==> src/hdl/cfgr_pkg.sv <==
`default_nettype none
package cfgr_pkg;
  localparam int FRAME_BITS = 48;
  localparam int SINE_TABLE_DEPTH = 256;
  localparam int IDX_BITS = $clog2(SINE_TABLE_DEPTH);
  localparam int CFG_IDX_BITS = 3;
  localparam int CFG_DATA_BITS = 48;

  typedef logic [FRAME_BITS-1:0] frame_t;
  typedef logic [15:0] gain_t;
  typedef logic [SINE_TABLE_DEPTH-1:0][16:0] sine_rom_t;

  typedef enum logic [CFG_IDX_BITS-1:0] {
    REG_START_FRAME = 3'd0,
    REG_END_FRAME   = 3'd1,
    REG_GAIN_START  = 3'd2,
    REG_GAIN_END    = 3'd3,
    REG_CURVE       = 3'd4
  } cfg_reg_t;

  // per-item control travelling beside the division
  typedef struct packed {
    logic       valid;
    logic       bypass;
    gain_t      bypass_gain;
    logic       rising;
    logic       eq_power;
    gain_t      gain_start;
    gain_t      low;
    logic [15:0] diff;
  } ctl_t;

  // ceil(2^40 / d) for the taylor divisors 6, 20, 42, 72, 110, 156, 210
  localparam logic [1:7][39:0] TAYLOR_RECIP = {
    40'(((64'd1 << 40) + 64'd5) / 64'd6),
    40'(((64'd1 << 40) + 64'd19) / 64'd20),
    40'(((64'd1 << 40) + 64'd41) / 64'd42),
    40'(((64'd1 << 40) + 64'd71) / 64'd72),
    40'(((64'd1 << 40) + 64'd109) / 64'd110),
    40'(((64'd1 << 40) + 64'd155) / 64'd156),
    40'(((64'd1 << 40) + 64'd209) / 64'd210)
  };

  // quarter-wave sine entry in Q1.16, taylor series in Q30
  function automatic logic [16:0] sine_entry(input int unsigned k);
    logic [63:0] x, x2, term, sum;
    logic [63:0] pi_q30;
    logic [63:0] num;
    logic [127:0] wide;
    pi_q30 = 64'd3373259426;
    if (k >= SINE_TABLE_DEPTH) begin
      return 17'd65536;
    end
    x = (64'(k) * pi_q30 + 64'(SINE_TABLE_DEPTH)) >> (IDX_BITS + 1);
    x2 = (x * x) >> 30;
    term = x;
    sum = x;
    for (int n = 1; n <= 7; n++) begin
      // numerator stays below 2^32, so the reciprocal product floors exactly
      num = (term * x2) >> 30;
      wide = 128'(num) * 128'(TAYLOR_RECIP[n]);
      term = wide[103:40];
      if (n[0]) begin
        sum = sum - term;
      end else begin
        sum = sum + term;
      end
    end
    sum = (sum + 64'd8192) >> 14;
    return (sum > 64'd65536) ? 17'd65536 : sum[16:0];
  endfunction

  function automatic sine_rom_t build_sine_rom();
    sine_rom_t rom;
    for (int k = 0; k < SINE_TABLE_DEPTH; k++) begin
      rom[k] = sine_entry(k);
    end
    return rom;
  endfunction

  localparam sine_rom_t SINE_ROM = build_sine_rom();
endpackage
`default_nettype wire

==> src/hdl/cfgr_div_stage.sv <==
`default_nettype none
// one restoring step of the fraction division per stage
module cfgr_div_stage (
  input  logic                      clk,
  input  logic                      rst_n,
  input  cfgr_pkg::ctl_t            ctl_in,
  input  logic [cfgr_pkg::FRAME_BITS-1:0] rem_in,
  input  logic [cfgr_pkg::FRAME_BITS-1:0] span_in,
  input  logic [15:0]               q_in,
  output cfgr_pkg::ctl_t            ctl_out,
  output logic [cfgr_pkg::FRAME_BITS-1:0] rem_out,
  output logic [cfgr_pkg::FRAME_BITS-1:0] span_out,
  output logic [15:0]               q_out
);
  import cfgr_pkg::*;

  ctl_t ctl_r;
  frame_t rem_r, span_r;
  logic [15:0] q_r;
  logic [FRAME_BITS:0] twice;
  logic ge;

  // rem < span, so 2*rem fits in one extra bit
  assign twice = {rem_in, 1'b0};
  assign ge = twice >= {1'b0, span_in};

  always_ff @(posedge clk) begin
    if (!rst_n) begin
      ctl_r.valid <= 1'b0;
    end else begin
      ctl_r.valid <= ctl_in.valid;
    end
    ctl_r.bypass <= ctl_in.bypass;
    ctl_r.bypass_gain <= ctl_in.bypass_gain;
    ctl_r.rising <= ctl_in.rising;
    ctl_r.eq_power <= ctl_in.eq_power;
    ctl_r.gain_start <= ctl_in.gain_start;
    ctl_r.low <= ctl_in.low;
    ctl_r.diff <= ctl_in.diff;
    span_r <= span_in;
    rem_r <= ge ? FRAME_BITS'(twice - {1'b0, span_in}) : twice[FRAME_BITS-1:0];
    q_r <= {q_in[14:0], ge};
  end

  assign ctl_out = ctl_r;
  assign rem_out = rem_r;
  assign span_out = span_r;
  assign q_out = q_r;
endmodule
`default_nettype wire

==> config.mk <==
export PLATFORM = sky130hd
export DESIGN_NAME = cfgr_div_stage
export DESIGN_NICKNAME = d
export VERILOG_FILES = /design/src/hdl/cfgr_pkg.sv /design/src/hdl/cfgr_div_stage.sv
export SDC_FILE = /design/constraint.sdc
export NUM_CORES = 1
export LEC_CHECK = 0
export BUFFER_PORTS_ARGS = -buffer_cell sky130_fd_sc_hd__buf_2
export CAP_MARGIN = 10
export CORE_AREA = 2 2 139 141
export CTS_CLUSTER_DIAMETER = 80
export DETAILED_ROUTE_END_ITERATION = 7
export DIE_AREA = 0 0 141 143
export PLACE_DENSITY_LB_ADDON = 0.3
export SYNTH_ARGS = -nofsm -noshare
export SYNTH_HDL_FRONTEND = slang
export SYNTH_SLANG_ARGS = --single-unit
==> constraint.sdc <==
create_clock -name clk -period 4.4 [get_ports clk]
set_input_delay 0.44 -clock clk [delete_from_list [all_inputs] [get_ports clk]]
set_output_delay 0.44 -clock clk [all_outputs]
set_load 0.01 [all_outputs]
* Yosys cells after proc, flatten, opt, wreduce, memory -nomap -nowiden
Index checks and enable logic that the tools add are counted.
Word-level totals: memory bits (writable) 0, memories 0, flip-flop bits (word level) 180, latch bits 0, bits in read-only memories 0, output and inout port bits 180, bits of input ports 182
Cells by class: bitwise operators 0, divide/modulo/power cells 0, multiplexer cells 1, $lt $le $gt $ge 1, $mul 0, reduce and logical (&&, ||, !) cells 0, shift-type cells 0, $add $sub $neg 1, equal/unequal tests 0
Operator list (count):
- $ge 49x48->1 | 1
- $mux 48 | 1
- $sub 48x48->48 | 1

* Longest topological paths before layout
depth after elaboration 2, gate-level depth with buffers 14, gate-level depth less buffers 11

* Worst setup path before layout
Ideal clock, no wire load.
kind input-to-reg, from input port span_in[42] in the netlist's numbering, to register rem_r[29], in the netlist rem_out[29], cell stages on the path 11, buffers on the path 1, setup slack 1.590 ns, data required time 4.279 ns, setup time 0.121 ns, data arrival time 2.689 ns, cell sequence inv_1 -> ha_1 -> a21o_1 -> a21o_1 -> a21o_1 -> a21o_1 -> a21o_1 -> a2111oi_0 -> a21boi_2 -> buf_6 -> mux2_2
On the way: longest elaborated chain between the ends 2
Ends and longest elaborated chain:
- start: declaration | line cfgr_div_stage.sv:8 | input logic [cfgr_pkg::FRAME_BITS-1:0] span_in,
- $ge 49x48->1 | line cfgr_div_stage.sv:25 | assign ge = twice >= {1'b0, span_in};
- $mux 48 | line cfgr_div_stage.sv:41 | rem_r <= ge ? FRAME_BITS'(twice - {1'b0, span_in}) : twice[FRAME_BITS-1:0];
- end signal: assignment | line cfgr_div_stage.sv:41
- end: declaration | line cfgr_div_stage.sv:18 | frame_t rem_r, span_r;
No other way between the ends. A chain may end at the register's enable or synchronous reset.

* Worst setup path in the final report
from input port rem_in[15] in the netlist's numbering, to register rem_r[16], in the netlist rem_out[16]
On the way: longest elaborated chain between the ends 2, elaborated cells between the ends (all ways) 3
Ends and longest elaborated chain:
- start: declaration | line cfgr_div_stage.sv:7 | input logic [cfgr_pkg::FRAME_BITS-1:0] rem_in,
- $sub 48x48->48 / $ge 49x48->1 (equally long branches) | line cfgr_div_stage.sv:41, cfgr_div_stage.sv:25
- $mux 48 (*) | line cfgr_div_stage.sv:41
Every way passes the cells marked *; elsewhere a longest branch is shown, timed or not.

==> summary.md <==
| Metric | Value |
|---|---|
| Die footprint | 20200 µm² |
| Avg Vias per Cell | 4.79 |
| Synth top area cells | dfxtp_1 (50%), ha_1 (8.4%), nand2_1 (5.1%) |
| Detailed-routing iteration count for the pre-antenna-repair pass | 6 |
| List of cells traversed by the critical path | buf_2, ha_1, a21oi_1, o21ai_0, or3_1, o2111ai_1, nand3_1, a21boi_4, buf_12, o21ai_0 |
| Wire length of the first global-routing pass | 31200 µm |
| Asr flop ratio synth | 0% |
| Top cell type's share of synthesized area | 50.4% |
| Warnings, synthesis | 0 |
| Number of instances resized during post-cts repair | 0 |
| Net Count, Synth | 992 |
| Synth-to-Final Area Change | 36.5% |
| Max cap viols | 0 |
| Maximum number of pins on one net before global-route repair | 48 |
| Vias | 6544 |
| Delay of the slowest cell on the worst path | 710 ps |
| Combined area of all synthesized cells | 7150 µm² |
| Peak fanout along the critical path | 47 |
| Run status | finished, final reports clean |
| Final critical-path share of the clock period | 74.0% |
| Number of max-slew violations in the final report | 0 |
| Root buffer cell | clkbuf_16 |
| # hold bufs at CTS | 0 |
| CP Depth | 10 |
| Crit path max-delay family | compound AO/OA/AOI/OAI gates |
| Routed WL | 20600 µm |
| Layout cell share with drive strength beyond 1 | 35.7% |
| Mean area per synthesized cell | 9.39 µm² |
| Number of H-tree levels | 4 |
| Die H | 143 µm |
| Power Density | 430 nW/µm² |
| Worst EP arrival | 3550 ps |
| Category of the critical setup timing path | in -> reg |
| Vias in the first global route | 6225 |
| Sink Count | 180 |
| Unrepaired setup endpoints after global routing | false |
| Worst hold slack | 108 ps |
| Most common cell after layout, fill and taps aside | buf_2 |
| DP Wirelength | 16800 µm |
| Crit end category | flop |
| Total grt overflow | 0 |
| Termination of the worst setup path | rem_out[16] |
| Initial cell density of the core | 38.5% |
| Post-CTS Setup Repair Bufs | 0 |
| CP bufs+invs | 2 |
| Number of primary I/O pins | 362 |
| Routability Congestion | 0.866 |
| Count of flip-flops with a built-in enable after synthesis | 0 |
| Most frequent cells in the layout | buf_2 (360), dfxtp_1 (180), nand2_1 (98) |
| Slowest cell on the critical path | a21boi_4 |
| Post-detailed-route count of antenna-violating nets | 0 |
| # nets final | 1351 |
| Tightest slew margin relative to the limit | 48.5% |
| Sum Neg Setup Slack | 0 ps |
| Number of standard-cell rows in the floorplan | 50 |
| Post-DR wirelength/cell | 15.0 µm |
| Buffers added on ports | 360 |
| Area inside the core boundary | 18600 µm² |
| Die X-Extent | 141 µm |
| Worst slew pin tran | 770 ps |
| Flip-flop and latch count after synthesis | 180 |
| Cell variety after synth | 62 |
| Final setup vio count | 0 |
| Global router's overall resource usage | 19.6% |
| Worst Path Required | 4690 ps |
| Share of the yosys chip area belonging to registers | 50.4% |
| CTS tree | done |
| Starting DRT DRC Count | 270 |
| Final critical delay including setup and external delays | 3260 ps |
| Critical Path Start Type | input port |
| Clock slew at the register clock pins of the worst setup and hold paths | 80 ps |
| Drc violations | 0 |
| Crit path from | rem_in[15] |
| Num CTS Buffers | 17 |
| Deepest clock path buffer count | 2 |
| Reported leakage power | 4.97 nW |
| Endpoints failing hold | 0 |
| Area leader, netlist | dfxtp_1 |
| Number of placed cells counting well taps | 1335 |
| Flip-flop cell with the highest count after synthesis | dfxtp_1 |
| Highest achievable clock rate | 307 MHz |
| Top cell by count, worst path | o21ai_0 |
| Number of cells produced by synthesis | 761 |
| Antenna violations before repair | 1 |
| Largest voltage drop on the vdd net | 0.244 mV |
| Tightest Hold Check Type | in -> reg |
| Post-layout power | 0.00420 W |
| Final instance count without filler cells | 1367 |
[where the power goes]
part | internal [W] | total, W | switching, W
clock | 0.000766 | 0.00150 | 0.000735
sequential | 0.00179 | 0.00182 | 0.0000328
combinational | 0.000375 | 0.000878 | 0.000503
total | 0.00293 | 0.00420 | 0.00127
[how the worst min path moves through the flow]
| stage | depth (start not counted) | from | end |
|---|---|---|---|
| floorplan | 0 | ctl_in[0] | ctl_out[0] |
| global placement | 1 | ctl_in[52] | ctl_out[52] |
| detailed placement | 1 | ctl_in[39] | ctl_out[39] |
| CTS | 1 | q_in[2] | q_out[3] |
| global route | 1 | ctl_in[63] | ctl_out[63] |
| finish | 1 | q_in[3] | q_out[4] |
[layout make-up]
type                    count  area (µm²)
clock inverters            14         153
flip-flops and latches    180        3600
well taps                 234         293
diodes                      1        2.50
multi-input cells         497        3190
clock buffers              17         425
fillers                  1771        8830
repair buffers            367        1870
inverters                  57         214
[cell usage after synthesis (3+ instances only)]
cell type / instances
nand2_1: 98
nor2_1: 40
a21oi_1: 55
nor4_1: 5
xor2_1: 21
nor3_1: 7
ha_1: 48
nand3_1: 7
o31ai_1: 6
o21ai_0: 67
a31oi_1: 5
a21o_1: 30
nor2b_1: 6
o211ai_1: 4
xnor2_1: 19
buf_4: 5
buf_2: 5
and4_1: 3
inv_1: 56
and2_1: 3
or3_1: 4
a21boi_0: 4
nand4_1: 13
dfxtp_1: 180
clkbuf_1: 14
o21bai_1: 5
nand2b_1: 7
[stage by stage]
step | area, µm² | util (%) | setup slack, ps
after detailed placement | 9170 | 49.4 | 675
after floorplan | 7150 | - | 1590
after global placement | 9170 | 49.4 | 736
after global routing | 9750 | 52.5 | 942
after CTS | 9750 | 52.5 | 1150
final | 9750 | 52.5 | 1140
[routing by layer]
metal  vias to the layer above  part of all wire [%]  GRT usage [%]
li1                       3326                     -              -
met1                      2943                    41           22.5
met2                       261                    51           36.0
met3                        14                   7.5           5.60
met4                         0                   1.0           4.95
met5                         -                     0              0
[registers in the layout (all words and copies together), names as in the netlist]
name and flops:
ctl_out 68, rem_out 48, span_out 48, q_out 16
[cell families (layout without fill, tap and decap cells)]
group                    count (synthesis)  in the layout  synth area share (%)
adder cells (fa/ha/maj)                 49             49                  8.69
other                                    0              1                     0
buffers and inverters                   84            455                  4.99
multiplexers                             4              4                 0.648
flip-flops                             180            180                  50.4
AND/OR/NAND/NOR                        204            204                  13.2
XOR/XNOR                                40             40                  4.90
AO/OA/AOI/OAI                          200            200                  17.2
Note: power is estimated with default switching activity, not from simulation.
